==> config.mk <==
export PLATFORM = sky130hd
export DESIGN_NAME = icmp_reply_classifier_unit_flat
export DESIGN_NICKNAME = d
export VERILOG_FILES = /design/src/hw/rtl/icru_pkg.sv /design/src/hw/rtl/icru_if.sv /design/src/hw/rtl/icru_parser.sv /design/src/hw/rtl/icru_queue.sv /design/src/hw/rtl/icru_classifier.sv /design/src/hw/rtl/icmp_reply_classifier_unit.sv /design/src/flat_wrapper.sv
export SDC_FILE = /design/constraint.sdc
export NUM_CORES = 1
export LEC_CHECK = 0
export ABC_AREA = 1
export BUFFER_PORTS_ARGS = -buffer_cell sky130_fd_sc_hd__clkbuf_2
export CAP_MARGIN = 10
export CORE_MARGIN = 2
export CORE_UTILIZATION = 63
export DETAILED_ROUTE_END_ITERATION = 10
export GPL_ROUTABILITY_DRIVEN = 0
export HOLD_SLACK_MARGIN = 0.15
export PLACE_DENSITY_LB_ADDON = 0.25
export SLEW_MARGIN = 20
export SYNTH_ARGS = -nofsm -noshare
export SYNTH_HDL_FRONTEND = slang
export SYNTH_HIERARCHICAL = 1
export SYNTH_SLANG_ARGS = --single-unit
==> constraint.sdc <==
create_clock -name clk -period 27.2 [get_ports clk]
set_clock_uncertainty 0.2 [all_clocks]
set_input_delay 6.8 -clock clk [delete_from_list [all_inputs] [get_ports clk]]
set_output_delay 6.8 -clock clk [all_outputs]
set_load 0.005 [all_outputs]
==> src/hw/rtl/icru_pkg.sv <==
// ----------------------------------------------------------------------------
// ICMP reply classifier package
// Shared constants, codes and the packet summary passed from parser to
// classifier.
// ----------------------------------------------------------------------------
package icru_pkg;

  localparam int unsigned MAX_PACKET_BYTES_DEF = 4096;

  // Clamped packet length: every length check compares against at most 136
  localparam int unsigned LEN_W   = 8;
  localparam int unsigned LEN_SAT = 255;
  localparam int unsigned HLEN_W  = 6;

  localparam logic [7:0] TYPE_ECHO_REPLY    = 8'd0;
  localparam logic [7:0] TYPE_TIME_EXCEEDED = 8'd11;
  localparam int unsigned IP_MIN_HDR = 20;
  localparam int unsigned ICMP_HDR   = 8;

  localparam int unsigned QUEUE_DEPTH = 2;

  localparam int unsigned CFG_IDX_W  = 2;
  localparam int unsigned CFG_DATA_W = 32;
  localparam logic [CFG_IDX_W-1:0] CFG_EXPECTED_IDENT    = 2'd0;
  localparam logic [CFG_IDX_W-1:0] CFG_EXPECTED_SEQUENCE = 2'd1;
  localparam logic [CFG_IDX_W-1:0] CFG_TARGET_ADDRESS    = 2'd2;

  typedef enum logic [1:0] {
    VERDICT_TOO_SHORT = 2'd0,
    VERDICT_IGNORED   = 2'd1,
    VERDICT_HOP       = 2'd2,
    VERDICT_DEST      = 2'd3
  } verdict_t;

  typedef struct packed {
    logic [LEN_W-1:0]  len;
    logic [HLEN_W-1:0] outer_hlen;
    logic [7:0]        reply_type;
    logic [HLEN_W-1:0] inner_hlen;
    logic [31:0]       source;
    logic [31:0]       outer_ident_seq;
    logic [31:0]       inner_ident_seq;
  } pkt_summary_t;

endpackage

==> src/hw/rtl/icru_if.sv <==
// ----------------------------------------------------------------------------
// ICMP reply classifier channels
// Byte input channel and verdict result channel, valid/ready handshake.
// ----------------------------------------------------------------------------
interface icru_in_if;
  logic       valid;
  logic       ready;
  logic [7:0] pkt_byte;
  logic       last_byte;

  modport source (output valid, output pkt_byte, output last_byte, input ready);
  modport sink   (input valid, input pkt_byte, input last_byte, output ready);
endinterface

interface icru_out_if;
  logic        valid;
  logic        ready;
  logic [1:0]  verdict;
  logic [31:0] source_address;

  modport source (output valid, output verdict, output source_address, input ready);
  modport sink   (input valid, input verdict, input source_address, output ready);
endinterface

==> src/hw/rtl/icru_parser.sv <==
// ----------------------------------------------------------------------------
// ICMP reply parser
// Walks the packet one byte a beat, picks out header fields and pushes one
// summary to the queue on the last byte.
// ----------------------------------------------------------------------------
module icru_parser #(
  parameter int unsigned MAX_PACKET_BYTES = icru_pkg::MAX_PACKET_BYTES_DEF
) (
  input  logic                  clk,
  input  logic                  rst_n,
  icru_in_if.sink               in_ch,
  input  logic                  q_full,
  output logic                  q_push,
  output icru_pkg::pkt_summary_t q_data
);
  import icru_pkg::*;

  localparam int unsigned CNT_W = $clog2(MAX_PACKET_BYTES + 1);
  localparam int unsigned CMP_W = (CNT_W > LEN_W) ? CNT_W : LEN_W;

  logic [CNT_W-1:0]  count_r, count_nxt, count_upd;
  logic [HLEN_W-1:0] ohl_r, ohl_nxt, ohl_upd;
  logic [HLEN_W-1:0] ihl_r, ihl_nxt, ihl_upd;
  logic [7:0]        type_r, type_nxt, type_upd;
  logic [31:0]       src_r, src_nxt, src_upd;
  logic [31:0]       oid_r, oid_nxt, oid_upd;
  logic [31:0]       iid_r, iid_nxt, iid_upd;

  logic             accept, take;
  logic [CMP_W-1:0] idx, ohl_ext, inner_start, count_ext;

  assign in_ch.ready = !q_full;
  assign accept      = in_ch.valid && in_ch.ready;
  assign take        = count_r < CNT_W'(MAX_PACKET_BYTES);
  assign idx         = CMP_W'(count_r);

  always_comb begin
    ohl_upd  = ohl_r;
    ihl_upd  = ihl_r;
    type_upd = type_r;
    src_upd  = src_r;
    oid_upd  = oid_r;
    iid_upd  = iid_r;
    if (take) begin
      if (count_r == '0) begin
        ohl_upd = {in_ch.pkt_byte[3:0], 2'b00};
      end
    end
    ohl_ext = CMP_W'(ohl_upd);
    if (take) begin
      if (idx >= CMP_W'(12) && idx < CMP_W'(16)) begin
        src_upd = {src_r[23:0], in_ch.pkt_byte};
      end
      if (idx == ohl_ext) begin
        type_upd = in_ch.pkt_byte;
      end
      if (idx >= ohl_ext + CMP_W'(4) && idx < ohl_ext + CMP_W'(ICMP_HDR)) begin
        oid_upd = {oid_r[23:0], in_ch.pkt_byte};
      end
      if (idx == ohl_ext + CMP_W'(ICMP_HDR)) begin
        ihl_upd = {in_ch.pkt_byte[3:0], 2'b00};
      end
    end
    inner_start = ohl_ext + CMP_W'(ICMP_HDR) + CMP_W'(ihl_upd);
    if (take && idx >= inner_start + CMP_W'(4) && idx < inner_start + CMP_W'(8)) begin
      iid_upd = {iid_r[23:0], in_ch.pkt_byte};
    end
    count_upd = take ? count_r + CNT_W'(1) : count_r;
    count_ext = CMP_W'(count_upd);

    q_data.len             = (count_ext > CMP_W'(LEN_SAT)) ? LEN_W'(LEN_SAT)
                                                           : LEN_W'(count_ext);
    q_data.outer_hlen      = ohl_upd;
    q_data.reply_type      = type_upd;
    q_data.inner_hlen      = ihl_upd;
    q_data.source          = src_upd;
    q_data.outer_ident_seq = oid_upd;
    q_data.inner_ident_seq = iid_upd;
    q_push                 = accept && in_ch.last_byte;

    count_nxt = count_r;
    ohl_nxt   = ohl_r;
    ihl_nxt   = ihl_r;
    type_nxt  = type_r;
    src_nxt   = src_r;
    oid_nxt   = oid_r;
    iid_nxt   = iid_r;
    if (accept) begin
      if (in_ch.last_byte) begin
        // clear for the next packet
        count_nxt = '0;
        ohl_nxt   = '0;
        ihl_nxt   = '0;
        type_nxt  = '0;
        src_nxt   = '0;
        oid_nxt   = '0;
        iid_nxt   = '0;
      end else begin
        count_nxt = count_upd;
        ohl_nxt   = ohl_upd;
        ihl_nxt   = ihl_upd;
        type_nxt  = type_upd;
        src_nxt   = src_upd;
        oid_nxt   = oid_upd;
        iid_nxt   = iid_upd;
      end
    end
  end

  always_ff @(posedge clk) begin
    if (!rst_n) begin
      count_r <= '0;
      ohl_r   <= '0;
      ihl_r   <= '0;
      type_r  <= '0;
      src_r   <= '0;
      oid_r   <= '0;
      iid_r   <= '0;
    end else begin
      count_r <= count_nxt;
      ohl_r   <= ohl_nxt;
      ihl_r   <= ihl_nxt;
      type_r  <= type_nxt;
      src_r   <= src_nxt;
      oid_r   <= oid_nxt;
      iid_r   <= iid_nxt;
    end
  end

endmodule

==> src/hw/rtl/icru_queue.sv <==
// ----------------------------------------------------------------------------
// ICMP reply summary queue
// Short register queue decoupling the parser from the classifier.
// ----------------------------------------------------------------------------
module icru_queue (
  input  logic                  clk,
  input  logic                  rst_n,
  input  logic                  push,
  input  icru_pkg::pkt_summary_t push_data,
  output logic                  full,
  input  logic                  pop,
  output icru_pkg::pkt_summary_t pop_data,
  output logic                  empty
);
  import icru_pkg::*;

  localparam int unsigned PTR_W = (QUEUE_DEPTH > 1) ? $clog2(QUEUE_DEPTH) : 1;
  localparam int unsigned CNT_W = $clog2(QUEUE_DEPTH + 1);

  pkt_summary_t     slot_r [QUEUE_DEPTH];
  logic [PTR_W-1:0] wr_ptr_r, wr_ptr_nxt, rd_ptr_r, rd_ptr_nxt;
  logic [CNT_W-1:0] fill_r, fill_nxt;
  logic             do_push, do_pop;

  assign full     = fill_r == CNT_W'(QUEUE_DEPTH);
  assign empty    = fill_r == '0;
  assign do_push  = push && !full;
  assign do_pop   = pop && !empty;
  assign pop_data = slot_r[rd_ptr_r];

  always_comb begin
    wr_ptr_nxt = wr_ptr_r;
    rd_ptr_nxt = rd_ptr_r;
    fill_nxt   = fill_r;
    if (do_push) begin
      wr_ptr_nxt = (wr_ptr_r == PTR_W'(QUEUE_DEPTH - 1)) ? '0 : wr_ptr_r + PTR_W'(1);
    end
    if (do_pop) begin
      rd_ptr_nxt = (rd_ptr_r == PTR_W'(QUEUE_DEPTH - 1)) ? '0 : rd_ptr_r + PTR_W'(1);
    end
    if (do_push && !do_pop) begin
      fill_nxt = fill_r + CNT_W'(1);
    end else if (do_pop && !do_push) begin
      fill_nxt = fill_r - CNT_W'(1);
    end
  end

  always_ff @(posedge clk) begin
    if (!rst_n) begin
      wr_ptr_r <= '0;
      rd_ptr_r <= '0;
      fill_r   <= '0;
    end else begin
      wr_ptr_r <= wr_ptr_nxt;
      rd_ptr_r <= rd_ptr_nxt;
      fill_r   <= fill_nxt;
    end
  end

  always_ff @(posedge clk) begin
    if (do_push) begin
      slot_r[wr_ptr_r] <= push_data;
    end
  end

endmodule

==> src/hw/rtl/icru_classifier.sv <==
// ----------------------------------------------------------------------------
// ICMP reply classifier back end
// Holds the match registers, turns a packet summary into a verdict and
// drives the registered result channel.
// ----------------------------------------------------------------------------
module icru_classifier (
  input  logic                            clk,
  input  logic                            rst_n,
  input  logic                            cfg_we,
  input  logic [icru_pkg::CFG_IDX_W-1:0]  cfg_index,
  input  logic [icru_pkg::CFG_DATA_W-1:0] cfg_data,
  input  logic                            q_empty,
  input  icru_pkg::pkt_summary_t          q_data,
  output logic                            q_pop,
  icru_out_if.source                      out_ch
);
  import icru_pkg::*;

  logic [15:0] ident_r, seq_r;
  logic [31:0] target_r;
  logic        out_valid_r, out_valid_nxt;
  verdict_t    verdict_r, verdict_nxt;
  logic [31:0] src_r, src_nxt;
  logic [31:0] want;
  logic [8:0]  n, ohl, ihl;

  assign want = {ident_r, seq_r};
  assign n    = 9'(q_data.len);
  assign ohl  = 9'(q_data.outer_hlen);
  assign ihl  = 9'(q_data.inner_hlen);

  always_ff @(posedge clk) begin
    if (!rst_n) begin
      ident_r  <= '0;
      seq_r    <= '0;
      target_r <= '0;
    end else if (cfg_we) begin
      case (cfg_index)
        CFG_EXPECTED_IDENT:    ident_r  <= cfg_data[15:0];
        CFG_EXPECTED_SEQUENCE: seq_r    <= cfg_data[15:0];
        CFG_TARGET_ADDRESS:    target_r <= cfg_data[31:0];
        default: ;
      endcase
    end
  end

  always_comb begin
    q_pop         = !q_empty && (!out_valid_r || out_ch.ready);
    out_valid_nxt = out_valid_r && !out_ch.ready;
    verdict_nxt   = verdict_r;
    src_nxt       = src_r;
    if (q_pop) begin
      out_valid_nxt = 1'b1;
      src_nxt       = q_data.source;
      if (n < 9'(IP_MIN_HDR) || n < ohl + 9'(ICMP_HDR)) begin
        verdict_nxt = VERDICT_TOO_SHORT;
      end else if (q_data.reply_type == TYPE_TIME_EXCEEDED) begin
        if (n < ohl + 9'(ICMP_HDR + IP_MIN_HDR) ||
            n < ohl + ihl + 9'(2 * ICMP_HDR)) begin
          verdict_nxt = VERDICT_TOO_SHORT;
        end else begin
          verdict_nxt = (q_data.inner_ident_seq == want) ? VERDICT_HOP : VERDICT_IGNORED;
        end
      end else if (q_data.reply_type == TYPE_ECHO_REPLY) begin
        verdict_nxt = (q_data.outer_ident_seq == want && q_data.source == target_r)
                      ? VERDICT_DEST : VERDICT_IGNORED;
      end else begin
        verdict_nxt = VERDICT_IGNORED;
      end
    end
  end

  always_ff @(posedge clk) begin
    if (!rst_n) begin
      out_valid_r <= 1'b0;
    end else begin
      out_valid_r <= out_valid_nxt;
    end
  end

  always_ff @(posedge clk) begin
    verdict_r <= verdict_nxt;
    src_r     <= src_nxt;
  end

  assign out_ch.valid          = out_valid_r;
  assign out_ch.verdict        = verdict_r;
  assign out_ch.source_address = src_r;

endmodule

==> src/hw/rtl/icmp_reply_classifier_unit.sv <==
// On the last byte the summary is queued, then the verdict is registered.
// Throughput: one byte per cycle; the parser takes a byte every cycle while
// the two-entry summary queue has room, and the output register drains one
// verdict per cycle while ready, so even one-byte packets run back to back.
// Reset: synchronous, active low; clears parser state, queue, match
// registers and the output valid.
// ----------------------------------------------------------------------------
// ICMP reply classifier unit
// Parser front end, summary queue and classifier back end.
// ----------------------------------------------------------------------------
module icmp_reply_classifier_unit #(
  parameter int unsigned MAX_PACKET_BYTES = icru_pkg::MAX_PACKET_BYTES_DEF
) (
  input  logic                            clk,
  input  logic                            rst_n,
  icru_in_if.sink                         in_ch,
  icru_out_if.source                      out_ch,
  input  logic                            cfg_we,
  input  logic [icru_pkg::CFG_IDX_W-1:0]  cfg_index,
  input  logic [icru_pkg::CFG_DATA_W-1:0] cfg_data
);
  import icru_pkg::*;

  pkt_summary_t push_data, pop_data;
  logic         q_push, q_pop, q_full, q_empty;

  icru_parser #(
    .MAX_PACKET_BYTES(MAX_PACKET_BYTES)
  ) u_parser (
    .clk    (clk),
    .rst_n  (rst_n),
    .in_ch  (in_ch),
    .q_full (q_full),
    .q_push (q_push),
    .q_data (push_data)
  );

  icru_queue u_queue (
    .clk       (clk),
    .rst_n     (rst_n),
    .push      (q_push),
    .push_data (push_data),
    .full      (q_full),
    .pop       (q_pop),
    .pop_data  (pop_data),
    .empty     (q_empty)
  );

  icru_classifier u_classifier (
    .clk       (clk),
    .rst_n     (rst_n),
    .cfg_we    (cfg_we),
    .cfg_index (cfg_index),
    .cfg_data  (cfg_data),
    .q_empty   (q_empty),
    .q_data    (pop_data),
    .q_pop     (q_pop),
    .out_ch    (out_ch)
  );

endmodule

==> src/flat_wrapper.sv <==
// flat-port wrapper written by rule: the top's interface ports become plain ports
module icmp_reply_classifier_unit_flat import icru_pkg::*;
#(
  parameter int unsigned MAX_PACKET_BYTES = icru_pkg::MAX_PACKET_BYTES_DEF
)
  (clk, rst_n, cfg_we, cfg_index, cfg_data, in_ch_valid, in_ch_pkt_byte, in_ch_last_byte, in_ch_ready, out_ch_valid, out_ch_verdict, out_ch_source_address, out_ch_ready);
  icru_in_if in_ch_i ();
  icru_out_if out_ch_i ();
  input  logic clk;
  input  logic rst_n;
  input  logic cfg_we;
  input  logic [icru_pkg::CFG_IDX_W-1:0] cfg_index;
  input  logic [icru_pkg::CFG_DATA_W-1:0] cfg_data;
  input wire logic [$bits(in_ch_i.valid)-1:0] in_ch_valid;
  input wire logic [$bits(in_ch_i.pkt_byte)-1:0] in_ch_pkt_byte;
  input wire logic [$bits(in_ch_i.last_byte)-1:0] in_ch_last_byte;
  output wire logic [$bits(in_ch_i.ready)-1:0] in_ch_ready;
  output wire logic [$bits(out_ch_i.valid)-1:0] out_ch_valid;
  output wire logic [$bits(out_ch_i.verdict)-1:0] out_ch_verdict;
  output wire logic [$bits(out_ch_i.source_address)-1:0] out_ch_source_address;
  input wire logic [$bits(out_ch_i.ready)-1:0] out_ch_ready;
  assign in_ch_i.valid = in_ch_valid;
  assign in_ch_i.pkt_byte = in_ch_pkt_byte;
  assign in_ch_i.last_byte = in_ch_last_byte;
  assign in_ch_ready = in_ch_i.ready;
  assign out_ch_valid = out_ch_i.valid;
  assign out_ch_verdict = out_ch_i.verdict;
  assign out_ch_source_address = out_ch_i.source_address;
  assign out_ch_i.ready = out_ch_ready;
  icmp_reply_classifier_unit #(.MAX_PACKET_BYTES(MAX_PACKET_BYTES)) u_core (.clk(clk), .rst_n(rst_n), .in_ch(in_ch_i), .out_ch(out_ch_i), .cfg_we(cfg_we), .cfg_index(cfg_index), .cfg_data(cfg_data));
endmodule
-- Word level (Yosys, flattened, before mapping)
Memory sizes are Yosys's and may differ from the RTL's. A register that Yosys moved wholly into a read port is not among the register bits.
Cells that the tools add are included.
W data, S select, Z words.
- register bits: 232
- bits in writable memories: 248
- input port bits: 48
- output and inout bits: 36
- word-level logic and storage cells: 116
- memories: 1
- add/subtract/negate cells: 14
- order comparisons: 12
- equal/unequal tests: 9
- multiplexer cells: 34
- reduce and logical (&&, ||, !) cells: 30
- memory list (name ; depth ; bits a word ; read ports ; clocked after Yosys merged registers in ; write ports ; line ; source):
    u_core.u_queue.slot_r ; 2 ; 124 ; 1 ; 1 ; 1 ; icru_queue.sv:20 ; pkt_summary_t slot_r [QUEUE_DEPTH];
- operators with widths (cell ; count):
    $mux W32 ; 8
    $eq A32 B32 Y1 ; 3
    $mux W6 ; 6
    $mux W8 ; 4
    $mux W13 ; 2
    $lt A8 B7 Y1 ; 2
    $add A6 B4 Y7 const B ; 2
    $mux W2 ; 7
    $add A13 B1 Y13 const B ; 1
    $eq A13 B13 Y1 ; 1
    $eq A13 B6 Y1 ; 1
    $ge A13 B4 Y1 const B ; 1
    $ge A13 B7 Y1 ; 1
    $ge A13 B9 Y1 ; 1
    $gt A13 B8 Y1 const B ; 1
    $logic_and A1 B1 Y1 ; 13
    $logic_not A13 Y1 ; 1
    $lt A13 B13 Y1 ; 1
    $lt A13 B13 Y1 const B ; 1
    $lt A13 B5 Y1 const B ; 1
    $lt A13 B9 Y1 ; 1
    $add A8 B3 Y9 const B ; 1
    $add A8 B4 Y9 const B ; 1
    $add A7 B5 Y8 const B ; 1
    other kinds (19) ; 37

-- Logic depth before layout (Yosys ltp)
Gate-level depths: netlist of run 1.
- depth in word-level cells: 14
- gate-level depth with buffers: 40
- depth with buffers taken out: 39

-- Cells and area by module
The synthesis of run 1 kept the hierarchy.
- by module, submodules not included (module ; instances ; cells an instance ; area an instance (um^2) ; seq. area each (um^2)):
    icru_queue ; 1 ; 424 ; 9430.3 ; 7547.2
    icru_parser ; 1 ; 1274 ; 8341.8 ; 2582.5
    icru_classifier ; 1 ; 802 ; 5728.0 ; 2322.2

-- Worst setup path after synthesis of run 1
Ideal clock, no wire load.
- path kind: input to register
- start point: input in_ch_valid
- end point: memory u_core/u_queue/slot_r[0][0] in the netlist's numbering, enable pin
- library setup time: 0.609 ns
- arrival: 12.571 ns
- required time: 26.391 ns
- setup slack: 13.820 ns
- stages on the path: 5
- path buffers: 1
- path through: nand2_1 clkbuf_1 nor2_1 o21ai_0 nor2_1
- cells in the longest elaborated chain, start to end: 5
- ends and longest elaborated chain (item ; line ; source):
    start, declared ; flat_wrapper.sv:14 ; input wire logic [$bits(in_ch_i.valid)-1:0] in_ch_valid;
    $logic_and A1 B1 Y1 ; icru_parser.sv:33 ; assign accept = in_ch.valid && in_ch.ready;
    $logic_and A1 B1 Y1 ; icru_parser.sv:79 ; q_push = accept && in_ch.last_byte;
    via u_core.q_push ; icmp_reply_classifier_unit.sv:25 ; logic q_push, q_pop, q_full, q_empty;
    $logic_and A1 B1 Y1 ; icru_queue.sv:27 ; assign do_push = push && !full;
    $mux W1 ; icru_queue.sv:61 ; if (do_push) begin
    $mux W1 (implied by the code) ; icru_queue.sv:62 ; slot_r[wr_ptr_r] <= push_data;
    end, declared ; icru_queue.sv:20 ;
The timed path passes the listed nets, and every way through them passes these cells.

==> run metrics, run 1 <==
CTS Buf Count=48; ant diodes=0; Die X=197 um; Yosys cell types=46; layout net count=2,682; CTS sink cnt=481; dominant synthesized flop cell=edfxtp_1; vias after detailed routing=17.5k; Setup Fix Bufs, Post-CTS=0; most used cell, CP=inv_1; FF+latch count, synth=481; Top delay family on crit path=adder cells; Final Setup Violations=0; global-route wire length before repair=89.2 mm; initial antenna violation count=1; largest net degree at the start of global routing=73; CP Max Fanout=33; placed insts=2,978; Peak VDD IR=74.4 uV; row count=70; Starting DRT DRC Count=1,682; synth cell count leaders=573 x nand2_1, 331 x inv_1, 282 x edfxtp_1; Synth area leaders=edfxtp_1 36%, dfxtp_1 17%, nand2_1 9.2%; initial core utilization=64.0%; share of cells above drive strength 1=14.5%; post_cts resized=0; post-layout min period=12.80 ns; most common cell in the netlist=nand2_1; Via density=5.71; CTS tree=done; fmax=0.0781 GHz; filler cell count=2,676; Layout Cells excl Fill=3,068; CP max-delay cell=o21ai_1; Slew HR=28.3%; worst skew pair latency=0.56 ns; WP data required=27.46 ns; Hold Path Class=reg2reg; average wire per standard cell=18.6 um; dpl ws=14.04 ns; area of the mapped netlist=0.0235 mm^2; post-DP HPWL=38.1 mm; final period utilization=47.0%; DRC viols=0; GRT overflow=0; Clock transition at path regs=0.06 ns; CTS H-tree lvls=2; TritonRoute pass-1 iters=5; MaxCap Viol Count=0; worst setup margin=14.40 ns; Seq/Total Area, Yosys=53.0%; unrepaired setup endpoints after global routing=false; Syn. warnings=6; asr flop ratio synth=0%; Port Buffers=83; Fin Setup TNS=0 ns; Avg Inst Size Synth=9.40 um^2; Crit path arrival time=13.06 ns; Slew Limit Fails=0; PwrDens=89.9 mW/mm^2; status=finished clean; Die Y=197 um; DIE AREA=0.0389 mm^2; crit end category=register; vias in the first global route=17.3k; post-synth top area share=36.0%; Post-synth EDFFs=282; Final Hold Viols=0; Pleak=11.2 nW; placed inst area=0.0243 mm^2; Crit path largest cell delay=0.52 ns; Tot Pwr=0.00233 W; area leader, netlist=edfxtp_1; Root Buffer=clkbuf_16; total track usage=29.5%; antenna viol nets, final=0; kind of critical path=in2reg; WL final=57.2 mm; num ports=84; hold bufs inserted after CTS=0; cell area after layout=0.0259 mm^2; Area growth syn-to-layout=10.2%; CTS Buffer Depth=3; Worst Tran Pin Value=1.08 ns; Post-Syn Instances=2,500; crit path launch type=input pin; Buf/Inv on CP=10; Placeable Area=0.0367 mm^2
==> worst paths after layout <==
check,slack [ns],to,startpoint,cells after the start
setup / recovery,14.40,u_core/u_parser/iid_r[23],in_ch_pkt_byte[1],34
hold / removal,0.23,u_core/u_parser/ohl_r[0],u_core/u_parser/ohl_r[0],2
setup reg to reg,19.78,u_core/u_parser/iid_r[23],u_core/u_parser/count_r[0],37
hold reg to reg,0.23,u_core/u_parser/ohl_r[0],u_core/u_parser/ohl_r[0],2
==> cells in the final DEF (no fill, tap or decap), types with 5 or more instances in the layout <==
cell type / Yosys / routed
nor3_1: 9 / 9
nand2_1: 573 / 572
mux2_2: 64 / 64
nand4_1: 51 / 51
or2_2: 7 / 7
clkbuf_8: 0 / 8
inv_1: 331 / 331
clkbuf_2: 0 / 83
nand2_2: 9 / 9
clkbuf_16: 0 / 50
a21oi_1: 211 / 210
nor2_4: 3 / 6
o21ai_0: 82 / 82
ha_1: 72 / 72
clkbuf_1: 69 / 11
mux2i_1: 32 / 32
buf_4: 0 / 23
nand3_1: 138 / 136
nand3_2: 3 / 5
clkinv_2: 0 / 8
and2_1: 40 / 40
dfxtp_1: 199 / 198
edfxtp_1: 282 / 282
xor2_1: 31 / 31
xnor2_1: 35 / 35
mux2_4: 60 / 60
nor2_1: 100 / 97
inv_2: 31 / 30
==> layout make-up <==
type / instances / area [um^2] / share of cell area [%]
Clock inverter: 21 / 230 / 0.889
Sequential cell: 481 / 12500 / 48.1
Multi-Input combinational cell: 1561 / 9280 / 35.8
Clock buffer: 69 / 1400 / 5.41
Tap cell: 468 / 586 / 2.26
Timing Repair Buffer: 106 / 588 / 2.27
Inverter: 362 / 1360 / 5.25
==> worst reg2reg max path, delay by kind of cell (launching register included) <==
kind | cells | cell delay (ns)
XOR/XNOR | 3 | 0.65
AND/OR/NAND/NOR | 14 | 1.81
flip-flops | 1 | 0.32
buffers and inverters | 9 | 1.32
adder cells (fa/ha/maj) | 7 | 1.92
AO/OA/AOI/OAI | 4 | 1.09
==> where the power goes <==
part           internal (W)  switching (W)  total, W
Combinational      0.000270       0.000453  0.000723
Clock              0.000398       0.000276  0.000674
Sequential         0.000898      0.0000321  0.000930
Total               0.00157       0.000762   0.00233
==> through the flow <==
| stage | utilization [%] | hold slack, ns |
|---|---|---|
| final | 70.6 | 0.232 |
| after global routing | 70.6 | 0.257 |
| after CTS | 70.6 | 0.236 |
| after detailed placement | 66.1 | 0.226 |
| after global placement | 66.1 | 0.217 |
| after floorplan | - | 0.207 |
==> registers in the layout (all words and copies together) (netlist names), named ones only <==
register                                   flops
u_core/u_parser/oid_r                         32
u_core/u_classifier/seq_r                     16
u_core/u_queue/wr_ptr_r                        1
u_core/u_parser/src_r                         32
u_core/u_parser/ohl_r                          6
u_core/u_classifier/out_ch.verdict             2
u_core/u_queue/fill_r                          2
u_core/u_parser/count_r                       13
u_core/u_queue/rd_ptr_r                        1
u_core/u_classifier/out_ch.valid               1
u_core/u_queue/slot_r                        248
u_core/u_classifier/out_ch.source_address     32
u_core/u_parser/ihl_r                          6
u_core/u_classifier/target_r                  32
u_core/u_parser/type_r                         8
u_core/u_parser/iid_r                         32
u_core/u_classifier/ident_r                   16
==> metal layers <==
layer / GRT usage, % / part of all wire [%] / wire length, um
met5: 0 / 0.023 / 13
met4: 12.0 / 3.8 / 2170
met1: 38.2 / 40 / 23000
met2: 49.5 / 48 / 27500
met3: 5.16 / 7.9 / 4550
==> cells by family after synthesis <==
| family | share of synthesized area [%] |
|---|---|
| buffers and inverters | 7.76 |
| xor gates and xnor gates | 2.53 |
| and+or+nand+nor | 17.3 |
| muxes | 8.26 |
| adders and majority gates | 4.00 |
| AOI/OAI and AO/OA | 7.14 |
| DFF | 53.0 |
| other | 0.0160 |
Power figures use the tool's default switching activity.
==> inputs of run 2 (changes only) <==
--- a/config.mk
+++ b/config.mk
@@ -9,7 +9,7 @@
 export BUFFER_PORTS_ARGS = -buffer_cell sky130_fd_sc_hd__clkbuf_2
 export CAP_MARGIN = 10
 export CORE_MARGIN = 2
-export CORE_UTILIZATION = 63
+export CORE_UTILIZATION = 56
 export DETAILED_ROUTE_END_ITERATION = 10
 export GPL_ROUTABILITY_DRIVEN = 0
 export HOLD_SLACK_MARGIN = 0.15
==> constraint.sdc (replaced) <==
create_clock -name clk -period 10.4 [get_ports clk]
set_clock_uncertainty 0.2 [all_clocks]
set_input_delay 2.6 -clock clk [delete_from_list [all_inputs] [get_ports clk]]
set_output_delay 2.6 -clock clk [all_outputs]
set_load 0.005 [all_outputs]
==> run metrics, run 2 (synthesis gave the netlist of run 1 again) <==
PwrDens=234 mW/mm^2 (was 89.9 mW/mm^2); cell area after layout=0.0260 mm^2 (was 0.0259 mm^2); CP Max Fanout=18 (was 33); CTS tree=done (unchanged); DIE AREA=0.0436 mm^2 (was 0.0389 mm^2); Slew HR=28.0% (was 28.3%); CTS Buf Count=50 (was 48); GRT overflow=0 (unchanged); antenna viol nets, final=0 (unchanged); Placeable Area=0.0417 mm^2 (was 0.0367 mm^2); Worst Tran Pin Value=1.08 ns (about the same); row count=75 (was 70); initial antenna violation count=0 (was 1); commonest non-fill, non-tap cell in the layout=nand2_1 (unchanged); post_cts resized=0 (unchanged); status=finished clean (unchanged); DRC viols=0 (unchanged); num ports=84 (unchanged); Fin Setup TNS=0 ns (unchanged); unrepaired setup endpoints after global routing=false (unchanged); Crit path largest cell delay=0.52 ns (about the same); layout net count=2,683 (was 2,682); Port Buffers=83 (unchanged); crit path launch type=input pin (unchanged); Crit path arrival time=8.82 ns (was 13.06 ns); WP data required=10.69 ns (was 27.46 ns); kind of critical path=in2reg (unchanged); final period utilization=82.0%; average wire per standard cell=17.9 um (was 18.6 um); CTS H-tree lvls=2 (unchanged); CP max-delay cell=o21ai_1 (unchanged); max reg flops=248 (unchanged); Peak VDD IR=184 uV (was 74.4 uV); placed inst area=0.0243 mm^2 (about the same); vias in the first global route=16.4k (was 17.3k); largest reg by FF count=u_core/u_queue/slot_r (unchanged); MaxCap Viol Count=0 (unchanged); placed insts=3,048 (was 2,978); Pleak=11.2 nW (about the same); initial core utilization=56.4% (was 64.0%); share of cells above drive strength 1=14.5% (about the same); total track usage=25.6% (was 29.5%); Clock transition at path regs=0.06 ns (about the same); Hold Path Class=reg2reg (unchanged); CTS sink cnt=481 (unchanged); final core occ=62.4% (was 70.6%); Die X=209 um (was 197 um); TritonRoute pass-1 iters=7 (was 5); Area growth syn-to-layout=10.6% (was 10.2%); fmax=0.117 GHz; Root Buffer=clkbuf_16 (unchanged); Layout Cells excl Fill=3,142 (was 3,068); CTS Buffer Depth=3 (unchanged); Starting DRT DRC Count=1,461 (was 1,682); most frequent cells in the layout=572 x nand2_1, 331 x inv_1, 282 x edfxtp_1, 210 x a21oi_1, 198 x dfxtp_1 (unchanged); global-route wire length before repair=88.1 mm (was 89.2 mm); hold bufs inserted after CTS=0 (unchanged); Final Setup Violations=0 (unchanged); Final Hold Viols=0 (unchanged); most used cell, CP=inv_1 (unchanged); post-DP HPWL=37.7 mm (was 38.1 mm); largest net degree at the start of global routing=103 (was 73); Slew Limit Fails=0 (unchanged); worst skew pair latency=0.59 ns (was 0.56 ns); Tot Pwr=0.00607 W (was 0.00233 W); filler cell count=3,380 (was 2,676); crit end category=register (unchanged); WL final=56.2 mm (was 57.2 mm); Setup Fix Bufs, Post-CTS=0 (unchanged); Die Y=209 um (was 197 um); post-layout min period=8.53 ns; vias after detailed routing=17.3k (was 17.5k); Via density=5.50 (was 5.71)
==> run 2: cell count changes in the layout (fill, tap and decap cells not counted), sizes merged <==
cell,change
buf,-1
bufinv,-2
clkbuf,+4
clkinv,+1
clkinvlp,-3
diode,+1
inv,+3
==> run 2: critical path: cells and delay by family <==
family / cells / cell delay [ns]
compound gates: 4 / 1.07
fa+ha+maj: 6 / 1.67
xor+xnor: 3 / 0.65
simple gates: 11 / 1.69
buf+inv: 9 / 1.14
==> run 2: cell type report <==
| cell class | count | area, um^2 | share of cell area [%] |
|---|---|---|---|
| timing repair buffer | 105 | 584 | 2.25 |
| sequential | 481 | 12500 | 47.9 |
| clock inverter | 20 | 165 | 0.636 |
| tap | 539 | 674 | 2.60 |
| multi-input combinational | 1561 | 9280 | 35.7 |
| clock buffer | 73 | 1460 | 5.62 |
| inverter | 362 | 1360 | 5.23 |
| antenna | 1 | 2.50 | 0.00963 |
==> run 2: power breakdown <==
part | switching [W] | internal [W]
Combinational | 0.00116 | 0.000701
Clock | 0.000733 | 0.00102
Sequential | 0.000100 | 0.00235
Total | 0.00199 | 0.00407
==> run 2: worst paths after layout <==
check	from	to	slack [ns]	cells after the start
worst max-delay path	in_ch_pkt_byte[1]	u_core/u_parser/iid_r[9]	1.87	33
worst min-delay path	u_core/u_parser/ohl_r[0]	u_core/u_parser/ohl_r[0]	0.24	2
worst max register to register	u_core/u_parser/count_r[0]	u_core/u_parser/iid_r[9]	2.98	36
worst min register to register	u_core/u_parser/ohl_r[0]	u_core/u_parser/ohl_r[0]	0.24	2
==> run 2: metrics by stage <==
step           hold slack, ns  setup WS [ns]
3_3_place_gp            0.224           1.64
6_report                0.242           1.87
3_5_place_dp            0.232           1.35
2_1_floorplan           0.207           1.22
4_1_cts                 0.242           1.96
5_1_grt                 0.257           1.29
==> run 2: per-layer routing <==
layer  global-route usage (%)  vias up  share of wire [%]  routed length (um)
met1                     35.4     8289                 44               24800
met2                     42.0      522                 47               26500
met4                     8.35        0                2.7                1500
li1                         -     8370                  -                   -
met3                     3.53       86                6.1                3430
met5                        0        -                  0                   0
